## src/hw/rtl/torus_mesh_cell_generator_assert.svh

```systemverilog
// ----------------------------------------------------------------------------
// Torus mesh cell generator assertion macros
// Shared assertion macros; they expand to nothing when SYNTH is defined.
// ----------------------------------------------------------------------------
`ifndef TORUS_MESH_CELL_GENERATOR_ASSERT_SVH
`define TORUS_MESH_CELL_GENERATOR_ASSERT_SVH
`ifndef SYNTH
`define TMCG_ASSERT_IMP(lbl, aclk, arst_n, ante, cons, msg) \
    lbl: assert property (@(posedge aclk) disable iff (!arst_n) (ante) |-> (cons)) \
        else $error(msg);
`define TMCG_ASSERT_ALWAYS(lbl, aclk, arst_n, cond, msg) \
    lbl: assert property (@(posedge aclk) disable iff (!arst_n) (cond)) \
        else $error(msg);
`else
`define TMCG_ASSERT_IMP(lbl, aclk, arst_n, ante, cons, msg)
`define TMCG_ASSERT_ALWAYS(lbl, aclk, arst_n, cond, msg)
`endif
`endif

```

## src/hw/rtl/tmcg_fifo.sv

```systemverilog
// ----------------------------------------------------------------------------
// Torus mesh cell generator word queue
// Small register-based first-in first-out queue with an occupancy count.
// ----------------------------------------------------------------------------
`include "torus_mesh_cell_generator_assert.svh"

module tmcg_fifo #(
    parameter int WIDTH = 8,
    parameter int DEPTH = 8
)(
    input  logic                         clk,
    input  logic                         rst_n,
    input  logic                         wr_en,
    input  logic [WIDTH-1:0]             wr_data,
    input  logic                         rd_en,
    output logic [WIDTH-1:0]             rd_data,
    output logic [$clog2(DEPTH+1)-1:0]   count,
    output logic                         empty
);

    localparam int PTR_W = (DEPTH > 1) ? $clog2(DEPTH) : 1;
    localparam int CW    = $clog2(DEPTH + 1);

    logic [WIDTH-1:0] mem_reg [DEPTH];
    logic [PTR_W-1:0] wr_ptr_reg;
    logic [PTR_W-1:0] rd_ptr_reg;
    logic [CW-1:0]    count_reg;

    always_ff @(posedge clk) begin
        if (wr_en) begin
            mem_reg[wr_ptr_reg] <= wr_data;
        end
    end

    always_ff @(posedge clk or negedge rst_n) begin
        if (!rst_n) begin
            wr_ptr_reg <= '0;
            rd_ptr_reg <= '0;
            count_reg  <= '0;
        end
        else begin
            if (wr_en) begin
                wr_ptr_reg <= (wr_ptr_reg == PTR_W'(DEPTH - 1)) ? '0 : wr_ptr_reg + 1'b1;
            end
            if (rd_en) begin
                rd_ptr_reg <= (rd_ptr_reg == PTR_W'(DEPTH - 1)) ? '0 : rd_ptr_reg + 1'b1;
            end
            unique case ({wr_en, rd_en})
                2'b10:   count_reg <= count_reg + 1'b1;
                2'b01:   count_reg <= count_reg - 1'b1;
                default: count_reg <= count_reg;
            endcase
        end
    end

    assign rd_data = mem_reg[rd_ptr_reg];
    assign count   = count_reg;
    assign empty   = (count_reg == '0);

    `TMCG_ASSERT_IMP(a_fifo_no_overflow, clk, rst_n, wr_en, count_reg < CW'(DEPTH), "Queue written while full.")
    `TMCG_ASSERT_IMP(a_fifo_no_underflow, clk, rst_n, rd_en, count_reg != '0, "Queue read while empty.")

endmodule

```

## config.mk

```make
export PLATFORM = sky130hd
export DESIGN_NAME = tmcg_fifo
export DESIGN_NICKNAME = d
export VERILOG_FILES = /design/src/hw/rtl/tmcg_fifo.sv
export VERILOG_INCLUDE_DIRS = /design/src /design/src/hw/rtl
export SDC_FILE = /design/constraint.sdc
export NUM_CORES = 1
export LEC_CHECK = 0
export ABC_AREA = 0
export BUFFER_PORTS_ARGS = -buffer_cell sky130_fd_sc_hd__buf_2
export CAP_MARGIN = 20
export CORE_MARGIN = 1
export CORE_UTILIZATION = 42
export DETAILED_ROUTE_END_ITERATION = 10
export RECOVER_POWER = 25
export REMOVE_ABC_BUFFERS = 1
export SETUP_SLACK_MARGIN = 0.15
export SLEW_MARGIN = 20
export SYNTH_ARGS = -nofsm -noshare
export SYNTH_HDL_FRONTEND = slang
export SYNTH_SLANG_ARGS = --single-unit
```

## constraint.sdc

```tcl
create_clock -name clk -period 2.6 [get_ports clk]
set_clock_uncertainty 0.15 [all_clocks]
set_input_delay 0.52 -clock clk [delete_from_list [all_inputs] [get_ports clk]]
set_output_delay 0.52 -clock clk [all_outputs]
set_load 0.1 [all_outputs]
```

# Yosys cells after proc, flatten, opt, wreduce, memory -nomap -nowiden
# Memories as Yosys holds them, arrays and structs flattened.
# Cells that the tools add are included.
dict set report classes {
  n_addsub 4
  mul 0
  div 0
  n_lt_le_gt_ge 0
  eq_ne 4
  shifts 0
  n_mux 5
  n_bitwise 0
  n_reduce_logical 2
}
# op count
set ops {}
lappend ops {{case mux 4 bit (2 select lines)} 1}
lappend ops {{adder 3 x 1 -> 3 bit, second input constant} 2}
lappend ops {{equality test 3 bit, second input constant} 2}
lappend ops {{2-to-1 mux 3 bit} 2}
lappend ops {{adder 4 x 1 -> 4 bit, second input constant} 1}
lappend ops {{logical NOT 4 bit} 1}
lappend ops {{subtractor 4 x 1 -> 4 bit, second input constant} 1}
lappend ops {{equality test 2 x 1 -> 1 bit, second input constant} 1}
lappend ops {{equality test 2 bit, second input constant} 1}
lappend ops {{2-to-1 mux 1 bit} 2}
lappend ops {{nonzero test 2 bit} 1}
dict set report word_totals {
  reg_bits 10
  latchBits 0
  ram_bits 64
  mem_bits_ro 0
  input_bits 12
  out_inout_bits 13
  word_cells 19
  mem_count 1
}
# memory depth width read_ports rd_ports_with_merged_regs write_ports line
set mem_list {}
lappend mem_list {mem_reg 8 8 1 0 1 tmcg_fifo.sv:24} ;# logic [WIDTH-1:0] mem_reg [DEPTH];

# Depth between registers and ports, before layout
# Gate-level depths: netlist (run 1).
dict set report depth {
  ltp_word 2
  depth_mapped 8
  mapped_depth_nobuf 8
}

# Worst setup path before layout (run 1)
# Ideal clock, no wire load.
dict set report synth_path {
  kind {flip-flop to output port}
  from {register count_reg[2] (netlist: count[2])}
  to {output port empty}
  arrival_ps 3822
  required_time_ps 1930
  slack_ps -1892
  path_stages_with_launch 2
  cell_sequence {dfrtp_1 > nor4_1}
}
dict set report synth_via {
  elab_chain_cells 1
}
# element line
set synth_lines {}
lappend synth_lines {{start, declared} tmcg_fifo.sv:27} ;# logic [CW-1:0] count_reg;
lappend synth_lines {{start signal, assigned} tmcg_fifo.sv:49} ;# 2'b10: count_reg <= count_reg + 1'b1;
lappend synth_lines {{start signal, assigned} tmcg_fifo.sv:50} ;# 2'b01: count_reg <= count_reg - 1'b1;
lappend synth_lines {{start signal, assigned} tmcg_fifo.sv:51} ;# default: count_reg <= count_reg;
lappend synth_lines {{logical NOT 4 bit} tmcg_fifo.sv:58} ;# assign empty = (count_reg == '0);
lappend synth_lines {{end, declared} tmcg_fifo.sv:18} ;# output logic empty
# No other way between the ends.

# Worst setup path in the final report (run 1)
dict set report layout_path {
  from {register rd_ptr_reg[0]}
  to {output port rd_data[6]}
}
dict set report layout_via {
  elab_chain_cells 1
}
# element line
set layout_lines {}
lappend layout_lines {{start, declared} tmcg_fifo.sv:26} ;# logic [PTR_W-1:0] rd_ptr_reg;
lappend layout_lines {{start signal, assigned} tmcg_fifo.sv:46} ;# rd_ptr_reg <= (rd_ptr_reg == PTR_W'(DEPTH - 1)) ? '0 : rd_ptr_reg + 1'b1;
lappend layout_lines {{memory read (8 x 8 bit)} -}
lappend layout_lines {{end, declared} tmcg_fifo.sv:16} ;# output logic [WIDTH-1:0] rd_data,
# No other way between the ends.

==> results of run 1 <==
-- cell usage after synthesis, drive strengths merged --
cell | number | area [sq um]
nor3 | 2 | 10.0
o21ai | 1 | 5.00
inv | 1 | 3.75
nor2b | 3 | 18.8
mux4 | 16 | 390
a21oi | 2 | 10.0
xnor2 | 1 | 8.76
a31oi | 1 | 6.26
buf | 3 | 36.3
nor4 | 1 | 6.26
ha | 7 | 87.6
nor2 | 8 | 30.0
clkbuf | 2 | 7.51
xor2 | 4 | 35.0
nand2b | 3 | 18.8
edfxtp | 64 | 1920
o32ai | 1 | 8.76
dfrtp | 10 | 250
mux2 | 14 | 188
or3 | 1 | 6.26
nand2 | 3 | 11.3
-- per-stage QoR --
stage / area [sq um] / utilization
6_report: 3720 / 0.539
5_1_grt: 3720 / 0.539
4_1_cts: 3730 / 0.540
3_5_place_dp: 3360 / 0.486
3_3_place_gp: 3360 / 0.486
2_1_floorplan: 3020 / -
-- routing by layer --
| metal | up-vias | global-route usage | routed length, um |
|---|---|---|---|
| li1 | 680 | - | - |
| met1 | 757 | 0.201 | 2330 |
| met2 | 34 | 0.277 | 2850 |
| met3 | 12 | 0.0455 | 236 |
| met4 | 0 | 0.0864 | 130 |
| met5 | - | 0 | 0 |
-- area by class of cell --
| type | count | area (sq um) |
|---|---|---|
| multi-input cells | 68 | 815 |
| repair buffers | 38 | 377 |
| clock buffers | 9 | 124 |
| well taps | 96 | 120 |
| flip-flops and latches | 74 | 2170 |
| inverters | 1 | 3.75 |
| clock inverters | 7 | 108 |
| fillers | 584 | 3190 |
-- logic make-up after synthesis --
family	share of synthesized area
compound gates	0.00981
xor+xnor	0.0143
fa+ha+maj	0.0286
buf+inv	0.0155
flops	0.710
mux	0.189
simple gates	0.0331
-- path summary, 6_finish.rpt --
| kind | end | from |
|---|---|---|
| max reg2reg | rd_ptr_reg[2] | rd_ptr_reg[0] |
| max in group asynchronous | rd_ptr_reg[0] | rst_n |
| min in group asynchronous | rd_ptr_reg[1] | rst_n |
| min reg2reg | count[3] | count[3] |
| max | rd_data[6] | rd_ptr_reg[0] |
| min | mem_reg[1][5] | wr_data[5] |
-- what timing repair did --
item / in CTS / in global routing
setup endpoints to repair: 8 / 8
gates cloned: 1 / 0
setup buffers: 0 / 0
resized for setup: 42 / 0
endpoints found under the hold margin: 10 / 0
hold buffers: 1 / 0
==> qor.yml, run 1 <==
status: "complete, but fails checks"
violations: "negative setup slack"
drt_iter0_drc: 80
final_cell_mix: "edfxtp_1 (64), mux4_2 (15), buf_2 (10), buf_4 (10)"
relSlewSlack: 0.573
clkSinkCount: 74
synthCells: 148
place_ws_ns: 0.198
gp_congestion: 0.733
crit_chain: "buf_6, mux4_1, mux2_4, buf_12"
viasPerCell: 5.06
grt_pass1_wl_um: 8830
grtUsageTotal: 0.167
crit_arrival_ns: 1.96
whs_ns: 0.325
critical_path_class: "reg -> out"
critical_path_depth: 4
required_ns: 1.93
clkTransAtPathRegs_ns: 0.07
slowest_stage: "mux4_1"
layout.cells.non_filler: 293
period_share: 1.01
num_io_pins: 25
setup-violations-final: 8
insertion_delay_ns: 0.33
tightestPinTransition_ns: 0.640
rows: 30
tns_ns: -0.118
drc: 0
reg2regPathDepth: 4
start_kind: "register"
initial_core_util: 0.443
htree_levels: 3
rsz0062_at_grt: "true"
maxCapViolCount: 0
synth.avg_cell_area_sq_um: 20.7
grt_max_degree: 13
fin_nets: 211
wl_per_cell_um: 18.9
largest_reg_flops: 64
cpPeakStageDelay_ns: 0.54
crit_fanout: 4
final_common_cell: "edfxtp_1"
cts_tree: "yes"
drive_gt1_frac: 0.381
routed_wl_um: 5550
drv_slew: 0
path_buf_inv: 2
syn_to_final_growth_pct: 21.5
antenna_found_initial: 0
numCtsBuffers: 9
r2r_setup_slack_ns: 0.98
hp-class: "in -> reg"
die_width_um: 87.4
period_needed_ns: 2.63
critPathCaptureType: "output pin"
core-area_sq_um: 6910
diodes: 0
route.vias.total: 1483
die_area_sq_um: 7630
die_h_um: 87.4
dr.pass1.iters: 4
yosysUniqueCellTypes: 25
grt_pass1_vias: 1587
setup_slack_ns: -0.0291
hpwl_um: 3510
max_freq_mhz: 380
yosys_warnings: 0
netlist_area_sq_um: 3060
ys_seq_area_frac: 0.710
clockBufferDepth: 2
ant_nets: 0
hold_violations: 0
numPlacedInstances: 275
ys_ff_latch: 74
hold_depth: 1
clockRootBuffer: "clkbuf_8"
overflow: 0
cp_top_family: "multiplexers"
port_buffers: 24
Power of run 1 is left out: the tool's default activity adds up to more than one toggle a clock period on the data nets, which glitch-free logic cannot reach.
==> run 2: changes to the inputs <==
Settings changed: CORE_UTILIZATION 42 to 45.
==> run 2 against run 1 <==
  * The run still ends with negative setup slack left
  * Register-to-register slack got worse by 0.09 ns
  * Via count increased by 4.1%
  * Non-clock buffer count is 6 higher
  * Global-route usage up 0.79 points
  * Die area decreased by 6.5%
  * Final cell count shrank 4.4%
==> qor.yml, run 2 (synthesis results as in run 1) <==
maxCapViolCount: 0
die_h_um: 84.5
period_share: 1.01
initial_core_util: 0.474
die_width_um: 84.5
hpwl_um: 3630
syn_to_final_growth_pct: 22.0
ant_nets: 0
numCtsBuffers: 9
clkTransAtPathRegs_ns: 0.07
crit_arrival_ns: 1.97
clockBufferDepth: 2
antenna_found_initial: 0
routed_wl_um: 5620
core-area_sq_um: 6460
clockRootBuffer: "clkbuf_8"
crit_chain: "buf_6, buf_12, mux4_2, mux2_4, buf_12"
diodes: 0
cpPeakStageDelay_ns: 0.51
tns_ns: -0.0875
htree_levels: 3
grt_pass1_wl_um: 8910
start_kind: "register"
final_common_cell: "edfxtp_1"
rsz0062_at_grt: "true"
num_io_pins: 25
critPathCaptureType: "output pin"
status: "complete, but fails checks"
gp_congestion: 0.823
grt_max_degree: 13
crit_fanout: 6
dr.pass1.iters: 4
cts_tree: "yes"
clkSinkCount: 74
violations: "negative setup slack"
slowest_stage: "mux4_2"
required_ns: 1.93
route.vias.total: 1544
drc: 0
insertion_delay_ns: 0.33
fin_nets: 217
hold_violations: 0
grt_pass1_vias: 1576
drt_iter0_drc: 116
port_buffers: 24
nFillCells: 495
largest_reg_flops: 64
relSlewSlack: 0.579
period_needed_ns: 2.64
drive_gt1_frac: 0.399
critical_path_class: "reg -> out"
grtUsageTotal: 0.175
drv_slew: 0
die_area_sq_um: 7130
hp-class: "in -> reg"
path_common_cell: "buf_12"
cp_top_family: "multiplexers"
setup-violations-final: 5
overflow: 0
wl_per_cell_um: 20.1
rows: 29
tightestPinTransition_ns: 0.632
max_freq_mhz: 379
setup_slack_ns: -0.0359
final_cell_mix: "edfxtp_1 (64), mux4_2 (16), buf_4 (14)"
viasPerCell: 5.51
path_buf_inv: 3
## run 2: cell types whose count changed in the layout (fill, tap and decap cells not counted), sizes merged
| cell | delta |
|---|---|
| clkinv | -3 |
| clkinvlp | +2 |
| buf | +6 |
| clkbuf | +2 |
| bufinv | -1 |
## run 2: worst register-to-register path, stage by stage, from the launching register on
cell and delay, ns:
dfrtp_2 0.44, buf_6 0.15, buf_4 0.14, ha_1 0.19
ha_1 0.26, mux2_2 0.27
## run 2: final timing paths
| kind | slack [ns] | cells after the start | end | from |
|---|---|---|---|---|
| worst min register to register | 0.35 | 1 | count[3] | count[3] |
| worst min-delay path | 0.31 | 1 | mem_reg[1][3] | wr_data[3] |
| worst max register to register | 0.89 | 5 | rd_ptr_reg[2] | rd_ptr_reg[0] |
| worst max-delay path | -0.04 | 5 | rd_data[1] | rd_ptr_reg[0] |
| min in group asynchronous | 0.42 | 2 | count[1] | rst_n |
| max in group asynchronous | 1.66 | 2 | rd_ptr_reg[0] | rst_n |
## run 2: cell type report
cell class                      count  area, sq um  share of cell area
Multi-Input combinational cell     68          811               0.217
Sequential cell                    74         2170               0.582
Clock buffer                       11          131              0.0352
Inverter                            1         3.75             0.00101
Clock inverter                      5         78.8              0.0211
Tap cell                           77         96.3              0.0258
Timing Repair Buffer               44          438               0.117
## run 2: per-stage QoR
step / area (sq um) / hold WS [ns] / utilization / setup slack (ns) / cells
after floorplan: 3020 / 0.0744 / - / -1.89 / 143
after global placement: 3360 / 0.238 / 0.520 / 0.244 / 259
after detailed placement: 3360 / 0.247 / 0.520 / 0.199 / 259
after CTS: 3720 / 0.293 / 0.576 / -0.0511 / 279
after global routing: 3730 / 0.324 / 0.578 / -0.0819 / 280
final: 3730 / 0.310 / 0.578 / -0.0359 / 280
## run 2: timing repair
item,in CTS,in global routing
hold buffers,1,0
resized for setup,37,7
setup buffers,2,1
setup endpoints to repair,8,8
endpoints found under the hold margin,10,0
gates cloned,1,0
## run 2: metal layers
layer / vias to the layer above / global-route usage / part of all wire
met4: 0 / 0.0709 / 0.012
met5: - / 0 / 0
met2: 49 / 0.300 / 0.52
li1: 690 / - / -
met3: 9 / 0.0442 / 0.046
met1: 796 / 0.215 / 0.42
Power of run 2 is left out for the same reason.
