## config.mk

```make
export PLATFORM = sky130hd
export DESIGN_NAME = tmcg_front
export DESIGN_NICKNAME = d
export VERILOG_FILES = /design/src/hw/rtl/tmcg_pkg.sv /design/src/hw/rtl/tmcg_front.sv
export VERILOG_INCLUDE_DIRS = /design/src /design/src/hw/rtl
export SDC_FILE = /design/constraint.sdc
export NUM_CORES = 2
export LEC_CHECK = 0
export ABC_CLOCK_PERIOD_IN_PS = 11200
export BUFFER_PORTS_ARGS = -buffer_cell sky130_fd_sc_hd__buf_2
export CELL_PAD_IN_SITES_DETAIL_PLACEMENT = 2
export CELL_PAD_IN_SITES_GLOBAL_PLACEMENT = 2
export CORE_MARGIN = 3
export CORE_UTILIZATION = 41
export CTS_CLUSTER_SIZE = 28
export DETAILED_ROUTE_END_ITERATION = 7
export PLACE_DENSITY = 0.82
export SETUP_SLACK_MARGIN = 0.1
export SYNTH_ARGS = -nofsm -noshare
export SYNTH_HDL_FRONTEND = slang
export SYNTH_SLANG_ARGS = --single-unit
```

## constraint.sdc

```tcl
create_clock -name clk -period 11.2 [get_ports clk]
set_input_delay 0 -clock clk [delete_from_list [all_inputs] [get_ports clk]]
set_output_delay 0 -clock clk [all_outputs]
set_load 0.01 [all_outputs]
```

## src/hw/rtl/torus_mesh_cell_generator_assert.svh

```systemverilog
// ----------------------------------------------------------------------------
// Torus mesh cell generator assertion macros
// Shared assertion macros; they expand to nothing when SYNTH is defined.
// ----------------------------------------------------------------------------
`ifndef TORUS_MESH_CELL_GENERATOR_ASSERT_SVH
`define TORUS_MESH_CELL_GENERATOR_ASSERT_SVH
`ifndef SYNTH
`define TMCG_ASSERT_IMP(lbl, aclk, arst_n, ante, cons, msg) \
    lbl: assert property (@(posedge aclk) disable iff (!arst_n) (ante) |-> (cons)) \
        else $error(msg);
`define TMCG_ASSERT_ALWAYS(lbl, aclk, arst_n, cond, msg) \
    lbl: assert property (@(posedge aclk) disable iff (!arst_n) (cond)) \
        else $error(msg);
`else
`define TMCG_ASSERT_IMP(lbl, aclk, arst_n, ante, cons, msg)
`define TMCG_ASSERT_ALWAYS(lbl, aclk, arst_n, cond, msg)
`endif
`endif

```

## src/hw/rtl/tmcg_pkg.sv

```systemverilog
// ----------------------------------------------------------------------------
// Torus mesh cell generator package
// Shared widths, codes, word formats and arithmetic helpers.
// ----------------------------------------------------------------------------
package tmcg_pkg;

    localparam int CNT_W  = 9;
    localparam int IDX_W  = 8;
    localparam int PH_W   = 32;
    localparam int POS_W  = 19;
    localparam int NRM_W  = 16;
    localparam int TEX_W  = 16;
    localparam int VID_W  = 16;
    localparam int RAD_W  = 16;
    localparam int KIND_W = 2;
    localparam int T_W    = 31;

    localparam int DIV_BITS   = 4;
    localparam int DIV_STAGES = PH_W / DIV_BITS;

    localparam logic [KIND_W-1:0] KIND_VERTEX = 2'd0;
    localparam logic [KIND_W-1:0] KIND_TRI1   = 2'd1;
    localparam logic [KIND_W-1:0] KIND_TRI2   = 2'd2;

    localparam logic [1:0] REG_SLICES = 2'd0;
    localparam logic [1:0] REG_STACKS = 2'd1;
    localparam logic [1:0] REG_MAJOR  = 2'd2;
    localparam logic [1:0] REG_TUBE   = 2'd3;

    localparam logic [T_W-1:0] ONE_Q30 = 31'd1073741824;
    localparam logic [T_W-1:0] SC1 = 31'd1686629713;
    localparam logic [T_W-1:0] SC3 = 31'd693598667;
    localparam logic [T_W-1:0] SC5 = 31'd85569306;
    localparam logic [T_W-1:0] SC7 = 31'd5026995;
    localparam logic [T_W-1:0] SC9 = 31'd172272;

    localparam logic [PH_W-1:0] QUARTER_TURN = 32'h4000_0000;

    typedef struct packed {
        logic [CNT_W-1:0] slices;
        logic [CNT_W-1:0] stacks;
    } grid_cfg_t;

    typedef struct packed {
        logic [RAD_W-1:0] major;
        logic [RAD_W-1:0] tube;
    } geom_cfg_t;

    typedef struct packed {
        logic [CNT_W-1:0] rem;
        logic [PH_W-1:0]  quo;
    } dstep_t;

    typedef struct packed {
        dstep_t a;
        dstep_t b;
    } div_t;

    typedef struct packed {
        logic [VID_W-1:0] cur;
        logic [VID_W-1:0] nstack;
        logic [VID_W-1:0] nslice;
        logic [VID_W-1:0] nboth;
    } idx_t;

    typedef struct packed {
        logic [PH_W-1:0] pa;
        logic [PH_W-1:0] pb;
        idx_t            idx;
    } mid_t;

    typedef struct packed {
        logic [TEX_W-1:0] tex_u;
        logic [TEX_W-1:0] tex_v;
        idx_t             idx;
    } side_t;

    typedef struct packed {
        logic signed [POS_W-1:0] pos_x;
        logic signed [POS_W-1:0] pos_y;
        logic signed [POS_W-1:0] pos_z;
        logic signed [NRM_W-1:0] norm_x;
        logic signed [NRM_W-1:0] norm_y;
        logic signed [NRM_W-1:0] norm_z;
        side_t                   side;
    } out_t;

    function automatic dstep_t div_step(dstep_t s, logic [CNT_W-1:0] den);
        dstep_t        res;
        logic [CNT_W:0] sh;
        res = s;
        for (int k = 0; k < DIV_BITS; k++) begin
            sh = {res.rem, 1'b0};
            if (sh >= {1'b0, den}) begin
                sh = sh - {1'b0, den};
                res.quo = {res.quo[PH_W-2:0], 1'b1};
            end
            else begin
                res.quo = {res.quo[PH_W-2:0], 1'b0};
            end
            res.rem = sh[CNT_W-1:0];
        end
        return res;
    endfunction

    function automatic logic [T_W-1:0] horner(logic [T_W-1:0] c, logic [T_W-1:0] r,
                                               logic [T_W-1:0] t2);
        logic [2*T_W-1:0] prod;
        prod = {{T_W{1'b0}}, r} * {{T_W{1'b0}}, t2};
        return c - prod[T_W+29:30];
    endfunction

    function automatic logic signed [POS_W-1:0] clamp_pos(logic signed [POS_W+1:0] v);
        logic signed [POS_W-1:0] res;
        if (v > 21'sd131071) begin
            res = 19'sd131071;
        end
        else if (v < -21'sd131072) begin
            res = -19'sd131072;
        end
        else begin
            res = v[POS_W-1:0];
        end
        return res;
    endfunction

endpackage

```

## src/hw/rtl/tmcg_front.sv

```systemverilog
// ----------------------------------------------------------------------------
// Torus mesh cell generator front end
// Accepts cells, drops those outside the grid, computes vertex indices and
// the two turn phases through a pipelined divider, and fills the queue.
// ----------------------------------------------------------------------------
`include "torus_mesh_cell_generator_assert.svh"

module tmcg_front
    import tmcg_pkg::*;
#(
    parameter int QDEPTH = 8
)(
    input  logic                          clk,
    input  logic                          rst_n,
    input  logic                          push,
    output logic                          full,
    input  logic [IDX_W-1:0]              slice_index,
    input  logic [IDX_W-1:0]              stack_index,
    input  grid_cfg_t                     grid,
    input  logic [$clog2(QDEPTH+1)-1:0]   q_count,
    output logic                          q_wr,
    output mid_t                          q_data
);

    localparam int FR_LAT = DIV_STAGES + 1;
    localparam int IF_W   = $clog2(FR_LAT + 1);

    logic [FR_LAT-1:0] vld_reg;
    div_t              div_reg [FR_LAT];
    idx_t              idx_reg [FR_LAT];
    logic [IF_W-1:0]   inflight_reg;

    logic                 accept;
    logic                 in_grid;
    logic                 start;
    logic [CNT_W-1:0]     i_ext;
    logic [CNT_W-1:0]     j_ext;
    logic [CNT_W-1:0]     i_inc;
    logic [CNT_W-1:0]     j_inc;
    logic [CNT_W-1:0]     i_nx;
    logic [CNT_W-1:0]     j_nx;
    logic [2*CNT_W-1:0]   row_cur;
    logic [2*CNT_W-1:0]   row_nx;
    idx_t                 idx_new;
    div_t                 seed;

    assign full    = (int'(q_count) + int'(inflight_reg)) >= QDEPTH;
    assign accept  = push && !full;
    assign i_ext   = CNT_W'(slice_index);
    assign j_ext   = CNT_W'(stack_index);
    assign in_grid = (i_ext < grid.slices) && (j_ext < grid.stacks);
    assign start   = accept && in_grid;

    always_comb begin
        i_inc          = i_ext + 1'b1;
        j_inc          = j_ext + 1'b1;
        i_nx           = (i_inc == grid.slices) ? '0 : i_inc;
        j_nx           = (j_inc == grid.stacks) ? '0 : j_inc;
        row_cur        = {{CNT_W{1'b0}}, i_ext} * {{CNT_W{1'b0}}, grid.stacks};
        row_nx         = {{CNT_W{1'b0}}, i_nx} * {{CNT_W{1'b0}}, grid.stacks};
        idx_new.cur    = row_cur[VID_W-1:0] + VID_W'(j_ext);
        idx_new.nstack = row_cur[VID_W-1:0] + VID_W'(j_nx);
        idx_new.nslice = row_nx[VID_W-1:0] + VID_W'(j_ext);
        idx_new.nboth  = row_nx[VID_W-1:0] + VID_W'(j_nx);
        seed.a.rem     = i_ext;
        seed.a.quo     = '0;
        seed.b.rem     = j_ext;
        seed.b.quo     = '0;
    end

    always_ff @(posedge clk) begin
        div_reg[0] <= seed;
        idx_reg[0] <= idx_new;
        for (int k = 1; k < FR_LAT; k++) begin
            div_reg[k].a <= div_step(div_reg[k-1].a, grid.slices);
            div_reg[k].b <= div_step(div_reg[k-1].b, grid.stacks);
            idx_reg[k]   <= idx_reg[k-1];
        end
    end

    always_ff @(posedge clk or negedge rst_n) begin
        if (!rst_n) begin
            vld_reg      <= '0;
            inflight_reg <= '0;
        end
        else begin
            vld_reg <= {vld_reg[FR_LAT-2:0], start};
            unique case ({start, vld_reg[FR_LAT-1]})
                2'b10:   inflight_reg <= inflight_reg + 1'b1;
                2'b01:   inflight_reg <= inflight_reg - 1'b1;
                default: inflight_reg <= inflight_reg;
            endcase
        end
    end

    assign q_wr        = vld_reg[FR_LAT-1];
    assign q_data.pa   = div_reg[FR_LAT-1].a.quo;
    assign q_data.pb   = div_reg[FR_LAT-1].b.quo;
    assign q_data.idx  = idx_reg[FR_LAT-1];

    `TMCG_ASSERT_ALWAYS(a_front_inflight, clk, rst_n, inflight_reg == $countones(vld_reg), "Front in-flight count lost track of the pipeline.")

endmodule

```

[Word-level counts from Yosys, hierarchy flattened]
Memory sizes are Yosys's and may differ from the RTL's.
Index checks and enable logic that the tools add are counted.
Word-level totals
  output and inout bits: 130
  logic and storage cells: 286
  memories kept: 2
  RAM bits: 1314
  flip-flop bits (word level): 13
  input bits: 41
Memories
  div_reg: words 9, bits a word 82, read ports 9, clocked after Yosys merged registers in 0, wr ports 9, line tmcg_front.sv:29  | div_t div_reg [FR_LAT];
  idx_reg: words 9, bits a word 64, read ports 9, clocked after Yosys merged registers in 0, wr ports 9, line tmcg_front.sv:30  | idx_t idx_reg [FR_LAT];
Operators by class
  order comparisons: 67
  reductions and logical operators: 5
  muxes and demuxes: 131
  add/subtract/negate cells: 73
  equality and inequality tests: 4
  multipliers: 2
Operators with widths (number)
  >= comparator 10 x 9 -> 1 bit: 64
  2-to-1 mux 9 bit: 66
  subtractor 9 bit: 64
  2-to-1 mux 1 bit: 64
  adder 16 x 8 -> 16 bit: 2
  adder 16 x 9 -> 16 bit: 2
  adder 8 x 1 -> 9 bit, second input constant: 2
  equality test 9 bit: 2
  less-than comparator 8 x 9 -> 1 bit: 2
  multiplier 8 x 9 -> 16 bit: 1
  multiplier 9 x 9 -> 16 bit: 1
  one-hot mux 4 bit (2 select lines): 1
  adder 4 x 4 -> 5 bit: 1
  >= comparator 5 x 4 -> 1 bit, second input constant: 1
  adder 4 x 1 -> 4 bit, second input constant: 1
  subtractor 4 x 1 -> 4 bit, second input constant: 1
  logical AND 1 bit: 3
  equality test 2 x 1 -> 1 bit, second input constant: 1
  equality test 2 bit, second input constant: 1
  nonzero test 2 bit: 1
  zero test 1 bit: 1

[Logic depth before layout (Yosys ltp)]
An unclocked memory read counts as a cell.
  word-level depth: 9
  mapped depth: 46
  mapped depth without buffers: 39

[Worst setup path before layout]
No wires, ideal clock.
  kind: input-to-reg
  from: input port grid[0] in the netlist's numbering
  to: memory div_reg[1][34] in the netlist's numbering
  buffers on the path: 8
  data arrival time: 9.760 ns
  library setup time: 0.123 ns
  data required time: 11.077 ns
  stages: 45
  path slack: 1.317 ns
  path through: buf_4 -> inv_1 -> clkbuf_1 -> clkbuf_1 -> clkbuf_1 -> buf_1 -> ha_1 -> nand3_1 -> nor2_1 -> a211oi_1 -> a21oi_1 -> clkbuf_1 -> mux2i_1 -> ha_1 -> a21oi_1 -> nand2_1 -> a21o_1 -> o21a_1 -> [... 9 more ...] -> nor2_1 -> nor3_1 -> and3b_1 -> a31o_2 -> inv_1 -> clkbuf_1 -> nand2_1 -> o21ai_0 -> ha_1 -> a21o_1 -> a21o_1 -> a41o_1 -> a31oi_1 -> o31ai_1 -> a311oi_2 -> a31o_4 -> inv_2 -> mux2_1
RTL lines
  start, declared: line tmcg_front.sv:19  | input grid_cfg_t grid,
  end, declared: line tmcg_front.sv:29

==> results.yml <==
cells_and_area:
  layout.nets: 6686
  mostFrequentLayoutCell: "dfxtp_1"
  area_growth_pct: 12.21
  largest_reg_flops: 576
  drive_gt1_share_pct: 13.36
  final_core_util_pct: 46.62
  layout_common_cells: "dfxtp_1, ha_1, nor2_1"
timing:
  hold_viol: 0
  period_share_pct: 97.24
  tns_ns: 0
  clock_skew_ns: 0.09307
  whs_ns: 0.05607
  max_slew_margin_pct: -5.463
  rsz0062_at_grt: "no"
  clock.fmax_mhz: 91.82
  setup_viol: 0
  period_minus_slack_ns: 10.89
  slew_viol_final: 3
  worst_slew_pin_slew_ns: 1.565
outcome:
  violations: "capacitance limit, slew limit"
  status: "finished with violations"
logic_synthesis:
  synthAdderAreaFrac_pct: 18.62
  synthMuxAreaShare_pct: 6.158
  syn_area_um2: 55790
  syn-num-nets: 6469
  syn_avg_cell_area_um2: 9.849
  syn-instance-count: 5665
  synth.ff_latch_count: 1019
  ys_top_cells_by_area: "dfxtp_1, ha_1, mux2_2"
  synthFlopType: "dfxtp_1"
  async_flop_share_pct: 1.276
  synth.top_cell.area_share_pct: 36.10
  synth_top_family_by_area: "adder cells"
  ys_seq_area_share_pct: 36.68
  synthDistinctLibCells: 109
  synth_edf_count: 0
  synthSimpleGateAreaFrac_pct: 11.62
  yosysTopAreaCell: "dfxtp_1"
  synth_xor_area_share_pct: 7.472
  ys_warn_count: 0
  synth_compound_area_share_pct: 15.71
cts:
  cts_sinks: 1019
  root_buffer: "clkbuf_16"
  cts.htree.levels: 3
  cts.path.max_buffers: 3
  clock_latency_ns: 0.80
  cts_tree: "done"
  cts_buffers: 108
  clk_transition_reported_paths_ns: 0.08
route:
  via_count: 45675
  ant_nets: 0
  initialDrtViolationCount: 3044
  drt-wirelength-per-cell_um: 28.00
  wl_um: 216900
  viasPerCell: 5.897
  route.detailed.drc: 0
  drt_first_pass_iters: 5
worst_setup_path:
  slowest_delay_ns: 0.46
  end_kind: "register"
  cp_slowest_cell: "fa_1"
  critPathMaxFanout: 13
  r2r_end: "div_reg[1][34]$_DFF_P_"
  path_class: "register to register"
  cp.required_ns: 11.85
  crit_arrival_ns: 11.54
  start_kind: "register"
  rr_worst_depth: 39
  r2r_slack_ns: 0.31
  r2r-start: "div_reg[0][32]$_DFF_P_"
  critPathLaunch: "div_reg[0][32]$_DFF_P_"
floorplan:
  die-area_um2: 140500
  rows: 134
  die_h_um: 374.9
  core_um2: 134300
  start_util_pct: 41.55
  die_x_um: 374.9
  io-pin-count: 171
global_routing:
  grt_max_degree: 51
  grt_overflow: 0
  grt_pass1_wl_um: 330000
  antenna_found_initial: 9
  groute.usage.overall_pct: 30.35
  grt_pass1_vias: 51851
min_path:
  hold_path_depth: 2
  worstHoldEndpoint: "div_reg[0][36]$_DFF_P_"
  hold_path_startpoint: "stack_index[4]"
  hold_path_class: "input port to register"
placement:
  gp_congestion: 0.8492
  dp_hpwl_um: 136100
  portBuffers: 170
flow_run:
  cap_violations: 1
[per-stage QoR]
stage | cell area [um^2] | worst slack, ns | instances
3_5_place_dp | 58520 | 0.6222 | 7513
5_1_grt | 62600 | 0.07993 | 7742
6_report | 62610 | 0.3097 | 7745
2_1_floorplan | 55790 | 1.317 | 5665
4_1_cts | 62540 | 0.6276 | 7738
3_3_place_gp | 58520 | 1.198 | 7513
[cell families after synthesis]
family,Yosys count
and+or+nand+nor,1324
AOI/OAI and AO/OA,1297
DFF,1019
adders and majority gates,763
buffers and inverters,479
xor gates and xnor gates,476
muxes,307
[cell type report]
type                    instances  area, um^2
flip-flops and latches       1019       20460
clock buffers                 143        3004
multi-input cells            4167       33280
diodes                          4       10.01
inverters                     327        1230
repair buffers                259        1634
well taps                    1768        2212
fillers                     13977       71690
clock inverters                58       774.5
[cell usage after synthesis (16+ instances only)]
cell type and count:
or2_2 33, and3_1 65, a211o_1 16, o21bai_1 70, a21o_1 182, o21ai_0 242
a21oi_1 334, and4_1 20, mux2_1 16, nand4_1 26, a21boi_0 19, nor2b_1 84
dfxtp_1 1006, o2111ai_1 16, xor2_1 186, buf_4 69, nand2b_1 62, a211oi_1 35
or3_1 25, o31ai_1 34, mux2_2 254, o41ai_1 16, nand3_1 73, nor3_1 109
o21a_1 78, nor2_1 390, nand2_1 307, o211ai_1 27, clkbuf_1 54, and2_1 80
a31oi_1 39, xnor2_1 290, inv_1 309, fa_1 112, mux2i_1 32, ha_1 651
[per-layer routing]
| metal | routed length, um | GRT usage, % |
|---|---|---|
| met2 | 105700 | 52.83 |
| met4 | 15170 | 18.84 |
| met5 | 21 | 0 |
| met3 | 11550 | 6.164 |
| met1 | 84390 | 33.94 |
[worst max-delay path: cells and delay by family (launching register included)]
family	cells	cell delay, ns
simple gates	6	1.57
mux	3	1.10
flops	1	0.41
buf+inv	6	1.13
compound gates	20	4.95
fa+ha+maj	4	1.54
[timing repair]
| action | CTS | global route |
|---|---|---|
| hold buffers | 24 | 0 |
| setup endpoints to repair | 0 | 35 |
| resized for setup | 0 | 8 |
| buffers inserted | 0 | 3 |
| endpoints found under the hold margin | 53 | 0 |
[how the worst max path moves through the flow]
| stage | slack, ns | endpoint | depth (start not counted) |
|---|---|---|---|
| floorplan | 1.32 | div_reg[1][34]$_DFF_P_ | 45 |
| global placement | 1.20 | div_reg[2][37]$_DFF_P_ | 36 |
| detailed placement | 0.62 | div_reg[2][39]$_DFF_P_ | 36 |
| CTS | 0.63 | div_reg[2][40]$_DFF_P_ | 34 |
| global route | 0.08 | div_reg[1][34]$_DFF_P_ | 39 |
| finish | 0.31 | div_reg[1][34]$_DFF_P_ | 39 |
Power is not shown: default switching activity piles up to over one toggle a cycle in this logic, so the estimate is an artifact.
